===== src/design/cse_pkg.sv =====
// ----------------------------------------------------------------------------
// cse_pkg
// Shared widths and controller/datapath interface types for the cosine
// similarity engine.
// ----------------------------------------------------------------------------
`default_nettype none

package cse_pkg;

  localparam int unsigned ELEM_W = 16;              // signed Q4.12 element
  localparam int unsigned PROD_W = 2 * ELEM_W;      // one product
  localparam int unsigned ACC_W  = 48;              // accumulators
  localparam int unsigned ROOT_W = ACC_W / 2;       // floor root of a sum
  localparam int unsigned REM_W  = ROOT_W + 2;      // root remainder
  localparam int unsigned QUO_W  = 17;              // quotient bits kept
  localparam int unsigned SIM_W  = 16;              // Q1.15 result
  localparam int unsigned CNT_W  = $clog2(ROOT_W);  // iteration counter

  // commands from the controller to the back-end datapath
  typedef struct packed {
    logic capture;    // take final sums, start square roots
    logic sqrt_step;  // one root digit for both norms
    logic mul;        // denominator = root_a * root_b
    logic div_init;   // magnitude, overflow check, remainder load
    logic div_step;   // one quotient bit
    logic load_out;   // format result into output register
  } cse_cmd_t;

  // status from the accumulator front end
  typedef struct packed {
    logic last_pend;  // product stage holds the last pair of a vector
  } cse_mac_st_t;

endpackage

`default_nettype wire


===== src/design/cse_mac.sv =====
// ----------------------------------------------------------------------------
// cse_mac
// Multiply-accumulate front end: registered products, then saturating
// dot product and sums of squares. Clears after the last pair.
// ----------------------------------------------------------------------------
`default_nettype none

module cse_mac
  import cse_pkg::*;
(
  input  wire logic                     clk_i,
  input  wire logic                     rst_ni,
  input  wire logic                     accept_i,
  input  wire logic signed [ELEM_W-1:0] elem_a_i,
  input  wire logic signed [ELEM_W-1:0] elem_b_i,
  input  wire logic                     last_i,
  output      cse_mac_st_t              status_o,
  output      logic signed [ACC_W-1:0]  dot_next_o,
  output      logic        [ACC_W-1:0]  sq_a_next_o,
  output      logic        [ACC_W-1:0]  sq_b_next_o
);

  logic signed [PROD_W-1:0] prod_ab_q;
  logic        [PROD_W-1:0] prod_aa_q, prod_bb_q;
  logic                     p_valid_q, p_last_q;
  logic signed [ACC_W-1:0]  dot_q;
  logic        [ACC_W-1:0]  sq_a_q, sq_b_q;
  logic signed [ACC_W:0]    dot_sum;
  logic        [ACC_W:0]    sq_a_sum, sq_b_sum;

  // products, payload only
  always_ff @(posedge clk_i) begin
    if (accept_i) begin
      prod_ab_q <= elem_a_i * elem_b_i;
      prod_aa_q <= PROD_W'(elem_a_i * elem_a_i);
      prod_bb_q <= PROD_W'(elem_b_i * elem_b_i);
      p_last_q  <= last_i;
    end
  end

  always_comb begin
    dot_sum  = (ACC_W+1)'(dot_q) + (ACC_W+1)'(prod_ab_q);
    sq_a_sum = {1'b0, sq_a_q} + (ACC_W+1)'(prod_aa_q);
    sq_b_sum = {1'b0, sq_b_q} + (ACC_W+1)'(prod_bb_q);
    if (!p_valid_q) begin
      dot_next_o = dot_q;
    end else if (dot_sum[ACC_W] != dot_sum[ACC_W-1]) begin
      // clamp to the 48-bit signed range
      dot_next_o = dot_sum[ACC_W] ? {1'b1, {(ACC_W-1){1'b0}}} : {1'b0, {(ACC_W-1){1'b1}}};
    end else begin
      dot_next_o = dot_sum[ACC_W-1:0];
    end
    if (!p_valid_q)          sq_a_next_o = sq_a_q;
    else if (sq_a_sum[ACC_W]) sq_a_next_o = '1;
    else                     sq_a_next_o = sq_a_sum[ACC_W-1:0];
    if (!p_valid_q)          sq_b_next_o = sq_b_q;
    else if (sq_b_sum[ACC_W]) sq_b_next_o = '1;
    else                     sq_b_next_o = sq_b_sum[ACC_W-1:0];
  end

  always_ff @(posedge clk_i or negedge rst_ni) begin
    if (!rst_ni) begin
      p_valid_q <= 1'b0;
      dot_q     <= '0;
      sq_a_q    <= '0;
      sq_b_q    <= '0;
    end else begin
      p_valid_q <= accept_i;
      if (p_valid_q && p_last_q) begin
        // final sums go to the back end this cycle
        dot_q  <= '0;
        sq_a_q <= '0;
        sq_b_q <= '0;
      end else begin
        dot_q  <= dot_next_o;
        sq_a_q <= sq_a_next_o;
        sq_b_q <= sq_b_next_o;
      end
    end
  end

  assign status_o.last_pend = p_valid_q && p_last_q;

endmodule

`default_nettype wire


===== src/design/cse_post.sv =====
// ----------------------------------------------------------------------------
// cse_post
// Back-end datapath: digit-by-digit square roots of both sums, one
// multiply for the denominator, restoring division, saturation to Q1.15.
// ----------------------------------------------------------------------------
`default_nettype none

module cse_post
  import cse_pkg::*;
(
  input  wire logic                     clk_i,
  input  wire cse_cmd_t                 cmd_i,
  input  wire logic signed [ACC_W-1:0]  dot_i,
  input  wire logic        [ACC_W-1:0]  sq_a_i,
  input  wire logic        [ACC_W-1:0]  sq_b_i,
  output      logic signed [SIM_W-1:0]  similarity_o,
  output      logic                     zero_norm_o
);

  logic        [ACC_W-1:0]  xa_q, xb_q;
  logic        [REM_W-1:0]  srem_a_q, srem_b_q;
  logic        [ROOT_W-1:0] root_a_q, root_b_q;
  logic signed [ACC_W-1:0]  dot_q;
  logic                     zero_q;
  logic        [ACC_W-1:0]  den_q;
  logic                     neg_q, ovf_q;
  logic        [ACC_W-1:0]  drem_q;
  logic        [QUO_W-1:0]  num_q, quo_q;
  logic signed [SIM_W-1:0]  sim_q;
  logic                     zn_q;

  logic [REM_W+ROOT_W-1:0]  step_a, step_b;
  logic [ACC_W-1:0]         mag;
  logic [ACC_W:0]           dtrial;
  logic                     dtake;
  logic signed [SIM_W-1:0]  sim_d;

  // one root digit: returns {remainder, root}
  function automatic logic [REM_W+ROOT_W-1:0] root_digit(
    input logic [REM_W-1:0]  rem,
    input logic [ROOT_W-1:0] root,
    input logic [1:0]        pair
  );
    logic [REM_W+1:0] t;
    logic [REM_W+1:0] trial;
    logic [REM_W+1:0] diff;
    t     = {rem, pair};
    trial = (REM_W+2)'({root, 2'b01});
    diff  = t - trial;
    if (t >= trial) begin
      root_digit = {diff[REM_W-1:0], root[ROOT_W-2:0], 1'b1};
    end else begin
      root_digit = {t[REM_W-1:0], root[ROOT_W-2:0], 1'b0};
    end
  endfunction

  always_comb begin
    step_a = root_digit(srem_a_q, root_a_q, xa_q[ACC_W-1 -: 2]);
    step_b = root_digit(srem_b_q, root_b_q, xb_q[ACC_W-1 -: 2]);
    mag    = dot_q[ACC_W-1] ? ACC_W'(-dot_q) : ACC_W'(dot_q);
    dtrial = {drem_q, num_q[QUO_W-1]};
    dtake  = dtrial >= {1'b0, den_q};
  end

  // saturation and sign
  always_comb begin
    if (zero_q) begin
      sim_d = '0;
    end else if (neg_q) begin
      if (ovf_q || quo_q > QUO_W'(32768)) sim_d = {1'b1, {(SIM_W-1){1'b0}}};
      else                                sim_d = SIM_W'(-quo_q);
    end else begin
      if (ovf_q || quo_q > QUO_W'(32767)) sim_d = {1'b0, {(SIM_W-1){1'b1}}};
      else                                sim_d = quo_q[SIM_W-1:0];
    end
  end

  always_ff @(posedge clk_i) begin
    if (cmd_i.capture) begin
      xa_q     <= sq_a_i;
      xb_q     <= sq_b_i;
      srem_a_q <= '0;
      srem_b_q <= '0;
      root_a_q <= '0;
      root_b_q <= '0;
      dot_q    <= dot_i;
      zero_q   <= (sq_a_i == '0) || (sq_b_i == '0);
    end
    if (cmd_i.sqrt_step) begin
      xa_q <= {xa_q[ACC_W-3:0], 2'b00};
      xb_q <= {xb_q[ACC_W-3:0], 2'b00};
      {srem_a_q, root_a_q} <= step_a;
      {srem_b_q, root_b_q} <= step_b;
    end
    if (cmd_i.mul) begin
      den_q <= root_a_q * root_b_q;
    end
    if (cmd_i.div_init) begin
      neg_q  <= dot_q[ACC_W-1];
      // quotient of mag * 2^15 reaches 2^17 exactly when mag >= 4 * den
      ovf_q  <= {2'b00, mag} >= {den_q, 2'b00};
      drem_q <= ACC_W'(mag >> 2);
      num_q  <= {mag[1:0], {(QUO_W-2){1'b0}}};
      quo_q  <= '0;
    end
    if (cmd_i.div_step) begin
      drem_q <= dtake ? ACC_W'(dtrial - {1'b0, den_q}) : dtrial[ACC_W-1:0];
      num_q  <= {num_q[QUO_W-2:0], 1'b0};
      quo_q  <= {quo_q[QUO_W-2:0], dtake};
    end
    if (cmd_i.load_out) begin
      sim_q <= sim_d;
      zn_q  <= zero_q;
    end
  end

  assign similarity_o = sim_q;
  assign zero_norm_o  = zn_q;

endmodule

`default_nettype wire


===== src/design/cse_ctrl.sv =====
// ----------------------------------------------------------------------------
// cse_ctrl
// Sequencer: accepts pairs, then steps the back end through roots,
// multiply and division, and owns the result valid flag.
// ----------------------------------------------------------------------------
`default_nettype none

module cse_ctrl
  import cse_pkg::*;
(
  input  wire logic        clk_i,
  input  wire logic        rst_ni,
  input  wire logic        in_valid_i,
  input  wire logic        in_last_i,
  output      logic        in_ready_o,
  output      logic        out_valid_o,
  input  wire logic        out_ready_i,
  input  wire cse_mac_st_t mac_st_i,
  output      cse_cmd_t    cmd_o
);

  typedef enum logic [2:0] {
    S_ACC,
    S_CAPT,
    S_SQRT,
    S_MUL,
    S_DSET,
    S_DIV,
    S_FMT
  } state_e;

  state_e           state_q;
  logic [CNT_W-1:0] cnt_q;
  logic             out_valid_q;
  logic             out_free;

  assign out_free = !out_valid_q || out_ready_i;

  always_comb begin
    cmd_o           = '0;
    cmd_o.capture   = (state_q == S_CAPT) && mac_st_i.last_pend;
    cmd_o.sqrt_step = (state_q == S_SQRT);
    cmd_o.mul       = (state_q == S_MUL);
    cmd_o.div_init  = (state_q == S_DSET);
    cmd_o.div_step  = (state_q == S_DIV);
    cmd_o.load_out  = (state_q == S_FMT) && out_free;
  end

  always_ff @(posedge clk_i or negedge rst_ni) begin
    if (!rst_ni) begin
      state_q     <= S_ACC;
      cnt_q       <= '0;
      out_valid_q <= 1'b0;
    end else begin
      // a new result replaces the one taken in the same cycle
      if ((state_q == S_FMT) && out_free) begin
        out_valid_q <= 1'b1;
      end else if (out_valid_q && out_ready_i) begin
        out_valid_q <= 1'b0;
      end
      unique case (state_q)
        S_ACC: begin
          if (in_valid_i && in_last_i) state_q <= S_CAPT;
        end
        S_CAPT: begin
          if (mac_st_i.last_pend) begin
            state_q <= S_SQRT;
            cnt_q   <= CNT_W'(ROOT_W - 1);
          end
        end
        S_SQRT: begin
          if (cnt_q == '0) state_q <= S_MUL;
          else             cnt_q   <= cnt_q - 1'b1;
        end
        S_MUL: begin
          state_q <= S_DSET;
        end
        S_DSET: begin
          state_q <= S_DIV;
          cnt_q   <= CNT_W'(QUO_W - 1);
        end
        S_DIV: begin
          if (cnt_q == '0) state_q <= S_FMT;
          else             cnt_q   <= cnt_q - 1'b1;
        end
        S_FMT: begin
          if (out_free) begin
            state_q <= S_ACC;
          end
        end
        default: state_q <= S_ACC;
      endcase
    end
  end

  assign in_ready_o  = (state_q == S_ACC);
  assign out_valid_o = out_valid_q;

endmodule

`default_nettype wire


===== src/design/cosine_similarity_engine_core.sv =====
// ----------------------------------------------------------------------------
// cosine_similarity_engine_core
// Streaming cosine similarity of two vectors given as element pairs,
// result in signed Q1.15.
// ----------------------------------------------------------------------------
//  channel   dir  tdata                              tuser / tlast
//  s_axis    in   [15:0] elem_a, [31:16] elem_b      tlast = last_elem
//  m_axis    out  [15:0] similarity                  tuser = zero_norm
//
//  one element pair per cycle while a vector streams in
//  after the last pair the input stalls through capture, 24 root
//  iterations (both norms in parallel), multiply, division setup, 17 quotient
//  iterations, format; the next vector is accepted while the result waits
//  the output register holds until m_axis_tready_i; a held result stalls only
//  the format step of the following vector
//  rst_ni clears accumulators and control, no clearing pass
// ----------------------------------------------------------------------------
`default_nettype none

module cosine_similarity_engine_core
  import cse_pkg::*;
(
  input  wire logic                 clk_i,
  input  wire logic                 rst_ni,
  input  wire logic                 s_axis_tvalid_i,
  output      logic                 s_axis_tready_o,
  input  wire logic [2*ELEM_W-1:0]  s_axis_tdata_i,   // elem_a, elem_b
  input  wire logic                 s_axis_tlast_i,   // last_elem
  output      logic                 m_axis_tvalid_o,
  input  wire logic                 m_axis_tready_i,
  output      logic [SIM_W-1:0]     m_axis_tdata_o,   // similarity
  output      logic                 m_axis_tuser_o    // zero_norm
);

  logic                     accept;
  cse_mac_st_t              mac_st;
  cse_cmd_t                 cmd;
  logic signed [ACC_W-1:0]  dot_next;
  logic        [ACC_W-1:0]  sq_a_next, sq_b_next;
  logic signed [SIM_W-1:0]  similarity;

  assign accept = s_axis_tvalid_i && s_axis_tready_o;

  cse_mac u_mac (
    .clk_i       (clk_i),
    .rst_ni      (rst_ni),
    .accept_i    (accept),
    .elem_a_i    (s_axis_tdata_i[ELEM_W-1:0]),
    .elem_b_i    (s_axis_tdata_i[2*ELEM_W-1:ELEM_W]),
    .last_i      (s_axis_tlast_i),
    .status_o    (mac_st),
    .dot_next_o  (dot_next),
    .sq_a_next_o (sq_a_next),
    .sq_b_next_o (sq_b_next)
  );

  cse_ctrl u_ctrl (
    .clk_i       (clk_i),
    .rst_ni      (rst_ni),
    .in_valid_i  (s_axis_tvalid_i),
    .in_last_i   (s_axis_tlast_i),
    .in_ready_o  (s_axis_tready_o),
    .out_valid_o (m_axis_tvalid_o),
    .out_ready_i (m_axis_tready_i),
    .mac_st_i    (mac_st),
    .cmd_o       (cmd)
  );

  cse_post u_post (
    .clk_i        (clk_i),
    .cmd_i        (cmd),
    .dot_i        (dot_next),
    .sq_a_i       (sq_a_next),
    .sq_b_i       (sq_b_next),
    .similarity_o (similarity),
    .zero_norm_o  (m_axis_tuser_o)
  );

  assign m_axis_tdata_o = similarity;

  // a last pair closes the input until the back end is done
  a_last_stalls: assert property (@(posedge clk_i) disable iff (!rst_ni)
    accept && s_axis_tlast_i |=> !s_axis_tready_o)
    else $error("input accepted right after a last pair");

  // capture only when the final pair sits in the product stage
  a_capture_ok: assert property (@(posedge clk_i) disable iff (!rst_ni)
    cmd.capture |-> mac_st.last_pend && !s_axis_tready_o)
    else $error("sums captured without a pending last pair");

  // a zero norm result carries a zero cosine
  a_zero_norm: assert property (@(posedge clk_i) disable iff (!rst_ni)
    m_axis_tvalid_o && m_axis_tuser_o |-> m_axis_tdata_o == '0)
    else $error("zero norm result with nonzero similarity");

endmodule

`default_nettype wire

===== config.mk =====
export PLATFORM = sky130hd
export DESIGN_NAME = cosine_similarity_engine_core
export DESIGN_NICKNAME = d
export VERILOG_FILES = /design/src/design/cse_pkg.sv /design/src/design/cse_mac.sv /design/src/design/cse_post.sv /design/src/design/cse_ctrl.sv /design/src/design/cosine_similarity_engine_core.sv
export SDC_FILE = /design/constraint.sdc
export NUM_CORES = 2
export LEC_CHECK = 0
export ABC_AREA = 1
export BUFFER_PORTS_ARGS = -buffer_cell sky130_fd_sc_hd__buf_2
export CORE_MARGIN = 2
export CORE_UTILIZATION = 65
export DETAILED_ROUTE_END_ITERATION = 12
export PLACE_DENSITY = 0.81
export SYNTH_ARGS = -nofsm -noshare
export SYNTH_HDL_FRONTEND = slang
export SYNTH_SLANG_ARGS = --single-unit

===== constraint.sdc =====
create_clock -name clk_i -period 9.3 [get_ports clk_i]
set_input_delay 0.93 -clock clk_i [delete_from_list [all_inputs] [get_ports clk_i]]
set_output_delay 0.93 -clock clk_i [all_outputs]
set_load 0.02 [all_outputs]

### Word level (Yosys, flattened, before mapping)

Index checks and enable logic that the tools add are counted.

* multiply operators: 4
* muxes and demuxes: 44
* $add $sub $neg: 9
* reduce and logical (&&, ||, !) cells: 22
* eq/ne operators: 13
* $lt $le $gt $ge: 6

Operators by type and width (count)
* two-way mux 48 bit: 18
* adder 48 x 32 -> 49 bit: 3
* two-way mux 50 bit: 2
* zero test 48 bit: 2
* multiplier 16 x 16 -> 32 bit: 3
* two-way mux 26 bit: 3
* two-way mux 24 bit: 3
* two-way mux 17 bit: 4
* >= comparator 28 x 26 -> 1 bit: 2
* subtractor 26 bit: 2
* >= comparator 48 x 50 -> 1 bit: 1
* >= comparator 49 x 48 -> 1 bit: 1
* multiplier 24 x 24 -> 48 bit: 1
* two-way mux 16 bit: 3
* negator 48 bit: 1
* subtractor 48 bit: 1
* case mux 3 bit (7 select lines): 1
* greater-than comparator 17 x 15 -> 1 bit (second input constant): 1
* greater-than comparator 17 x 16 -> 1 bit (second input constant): 1
* negator 16 bit: 1
* two-way mux 3 bit: 5
* case mux 5 bit (3 select lines): 1
* two-way mux 5 bit: 2
* inequality test 2 x 1 -> 1 bit (second input constant): 5
* other kinds (17): 31

* flip-flop bits (word level): 630
* output and inout port bits: 19
* word-level logic and storage cells: 128

### Depth between registers and ports, before layout

* word-level depth: 5
* mapped depth: 33
* depth with buffers taken out: 31

### Modules after synthesis

From an unflattened synthesis, not the netlist that was laid out.

* cell total of the unflattened synthesis: 12476
* area total of the unflattened synthesis: 94081.5 um^2

By module, submodules not included
* cse_mac: area each 47229.0 um^2, cells each 6228, times used 1
* cse_post: area each 46139.3 um^2, cells each 6136, times used 1
* cse_ctrl: area each 705.7 um^2, cells each 110, times used 1
* cosine_similarity_engine_core: area each 7.5 um^2, cells each 2, times used 1

### Least setup slack after synthesis

Ideal clock, no wire load.

* path kind: input to register
* start: in s_axis_tdata_i[15]
* end: reg u_mac.prod_aa_q[29], data pin
* arrival time: 6.320 ns
* buffers on the path: 2
* library setup time: 0.264 ns
* path slack: 2.717 ns
* stages: 21
* data required time: 9.036 ns
* path through: clkbuf_1 -> clkbuf_1 -> nand2_1 -> inv_1 -> fa_1 -> fa_1 -> inv_1 -> fa_1 -> fa_1 -> fa_1 -> fa_1 -> inv_1 -> ha_1 -> nand2_1 -> nor4_1 -> nand3_1 -> nand3_1 -> nand3_1 -> nand2_1 -> a31oi_1 -> xor2_1

* longest elaborated chain between the ends: 1

Ends and longest elaborated chain
* start: declaration: RTL line cosine_similarity_engine_core.sv:27 `input wire logic [2*ELEM_W-1:0] s_axis_tdata_i,`
* multiplier 16 x 16 -> 32 bit: RTL line cse_mac.sv:35 `prod_aa_q <= PROD_W'(elem_a_i * elem_a_i);`
* end signal: assignment: RTL line cse_mac.sv:35
* end: declaration: RTL line cse_mac.sv:24 `logic [PROD_W-1:0] prod_aa_q, prod_bb_q;`

Every way passes these cells.
A chain may end at the register's enable or synchronous reset.

### Final worst setup path

* start: reg u_post.root_b_q[11]
* end: reg u_post.den_q[44], data pin

* longest elaborated chain between the ends: 1

Ends and longest elaborated chain
* start: declaration: RTL line cse_post.sv:22 `logic [ROOT_W-1:0] root_a_q, root_b_q;`
* start signal: assignment: RTL line cse_post.sv:93 `{srem_b_q, root_b_q} <= step_b;`
* multiplier 24 x 24 -> 48 bit: RTL line cse_post.sv:96 `den_q <= root_a_q * root_b_q;`
* end signal: assignment: RTL line cse_post.sv:96
* end: declaration: RTL line cse_post.sv:25 `logic [ACC_W-1:0] den_q;`

Every way passes these cells.

==> results.cfg <==
[synth]
ys_top_cells_by_area = fa_1 (27%), edfxtp_1 (16%), inv_1 (12%)
synth_edf_count = 470
netlist_area_mm2 = 0.0908
ys_seq_area_share_pct = 19.9
yosysMostFrequentCell = inv_1
synthTopCellsByCount = inv_1 (2876), nand2_1 (2789), fa_1 (1225)
synth.distinct_cells = 67
synth.net_count = 13600
synthCells = 11600
synth_seq_cells = 628
synth_ff_type = edfxtp_1
yosys.area.top_type_share_pct = 27.0
synth_area_per_cell_um2 = 7.80
yosys_warnings = 0
async_reset_ff_share_pct = 24.5
synth_top_area_cell = fa_1

[timing]
clock_skew_ns = 0.0574
fin_crit_ns = 7.45
fin_crit_sh_pct = 80.2
hold_violations = 0
setup_viol = 0
relSlewSlack_pct = -1.33
slew_violations = 26
worst_slew_pin_slew_ns = 1.52
setup_slack_ns = 1.85
rsz0062_at_grt = no
fin_setup_tns_ns = 0
timing.fmax_ghz = 0.134

[run_status]
violations = capacitance limit, slew limit
status = finished with violations

[floorplan]
die_x_um = 378
core-area_mm2 = 0.139
dieArea_mm2 = 0.143
io_pins = 56
initial_utilization_pct = 65.3
fp-row-count = 137
die_h_um = 378

[detailed_routing]
initialDrtViolationCount = 6212
viasPerCell = 5.60
avgRoutedWirePerCell_um = 18.6
ant_nets = 0
vias = 75100
routed_wl_um = 249000
drcViolationCount = 0
firstDrtPassIters = 8

[setup_path]
critPathMaxFanout = 25
startpoint_type = register
cp_data_arrival_time_ns = 7.87
crit_type = register to register
endpoint_kind = register
r2r_start = u_post.root_b_q[11]
startpoint = u_post.root_b_q[11]
critPathRequiredTime_ns = 9.72

[worst_hold_path]
holdCritPathClass = primary input to asynchronous set/reset pin

[clock_network]
cts_resized = 0
cts.clk_slew.worst_paths_ns = 0.06
htreeDepth = 3
cts-hold-fix-buffers = 0
insertion_delay_ns = 0.70
cts_setup_buffers = 0
cts_buffer_depth = 3
cts_tree = done
cts_sinks = 628
ctsRootBufferMaster = clkbuf_16
numCtsBuffers = 75

[global_routing]
antenna_found_initial = 3
grt.overflow.total = 0
grt_usage_pct = 35.6
grt_pass1_wl_um = 400000
grt_max_degree = 138
grt_pass1_vias = 77000

[placement]
place_area_mm2 = 0.0925
placed_cells = 13300
port_buffers = 55
dp_hpwl_um = 199000
gp_congestion = 0.986
place_ws_ns = 1.91

[run]
max_cap_violations = 1

[final_layout]
drive_gt1_share_pct = 3.10
fill_cells = 11500
nNetsFinal = 13400
multi_input_area_mm2 = 0.0605
seqCellArea_mm2 = 0.0181
fin_area_mm2 = 0.0951
area_growth_pct = 4.73
instances_no_fill = 13400
routing by layer:
layer / share of wire, % / global-route usage [%] / vias up
met2: 48 / 59.5 / 3214
met1: 40 / 46.3 / 36300
met4: 5.3 / 16.8 / 6
li1: - / - / 34900
met3: 7.4 / 4.22 / 671
met5: 0.016 / 0 / -
stage by stage:
| stage | util [%] | hold WS (ns) |
|---|---|---|
| floorplan | - | 0.424 |
| global placement | 66.5 | 0.470 |
| detailed placement | 66.5 | 0.475 |
| CTS | 68.4 | 0.380 |
| global route | 68.4 | 0.406 |
| finish | 68.4 | 0.325 |
cells by family (layout without fill, tap and decap cells):
logic type	after synthesis	after routing	share of synthesized area, %
mux	4	4	0.0441
xor+xnor	364	364	3.53
flops	628	628	19.9
fa+ha+maj	1917	1917	36.5
simple gates	4199	4199	18.7
compound gates	1276	1276	7.76
buf+inv	3256	3137	13.6
other cells	0	1	0
registers in the layout (all words and copies together) (netlist names), 16 cells and up:
name	count
u_post.den_q	48
u_mac.prod_bb_q	31
u_mac.prod_ab_q	32
u_post.srem_a_q	26
u_post.drem_q	48
u_post.xb_q	48
u_post.quo_q	17
u_mac.prod_aa_q	31
u_post.xa_q	48
u_post.similarity_o	16
u_post.srem_b_q	26
u_post.dot_q	48
u_mac.dot_q	48
u_post.root_b_q	24
u_mac.sq_a_q	48
u_post.root_a_q	24
u_mac.sq_b_q	48
cells in the final DEF, fill, tap and decap left out, types with 53 or more instances in the layout:
cell type / netlist / final
nand4_1: 87 / 87
fa_1: 1225 / 1225
buf_4: 2 / 60
nand2_1: 2789 / 2787
o21ai_0: 411 / 411
nor2_1: 802 / 798
buf_2: 19 / 54
xnor2_1: 141 / 141
dfrtp_1: 154 / 153
inv_1: 2876 / 2872
xor2_1: 221 / 221
nor3_1: 84 / 82
ha_1: 692 / 692
nand3_1: 291 / 291
o21ai_1: 53 / 53
a21oi_1: 544 / 544
clkbuf_16: 0 / 77
a31oi_1: 67 / 67
edfxtp_1: 470 / 470
worst max-delay path: stages (launching register included):
cell	delay, ns
edfxtp_1	1.17
nand2_1	0.16
fa_1	0.53
fa_1	0.57
inv_1	0.06
fa_1	0.49
inv_1	0.06
fa_1	0.53
inv_1	0.05
fa_1	0.47
fa_1	0.50
inv_1	0.05
fa_1	0.59
inv_1	0.07
ha_1	0.37
nand2_1	0.13
nor2_1	0.15
inv_1	0.07
o21ai_0	0.28
nand2_1	0.09
nand3_1	0.19
a41oi_1	0.20
o21ai_0	0.26
xor2_1	0.10
area by class of cell:
class                           instances  share of cell area, %
Multi-Input combinational cell       7760                   63.6
Sequential cell                       628                   19.0
Inverter                             2883                   11.4
Tap cell                             1876                   2.47
Clock buffer                           87                   2.12
Timing Repair Buffer                  117                  0.812
Clock inverter                         50                  0.630
Antenna cell                            1                0.00263
final timing paths:
| check | endpoint | slack (ns) | cells after the start |
|---|---|---|---|
| max | u_post.den_q[44] | 1.85 | 23 |
| min | u_mac.sq_a_q[44] | 0.32 | 1 |
| max reg2reg | u_post.den_q[44] | 1.85 | 23 |
| min reg2reg | u_post.xa_q[0] | 0.48 | 2 |
| max in group asynchronous | u_mac.dot_q[34] | 7.40 | 2 |
| min in group clk_i | u_post.xa_q[0] | 0.48 | 2 |
Power is not shown: default switching activity piles up to over one toggle a cycle in this logic, so the estimate is an artifact.
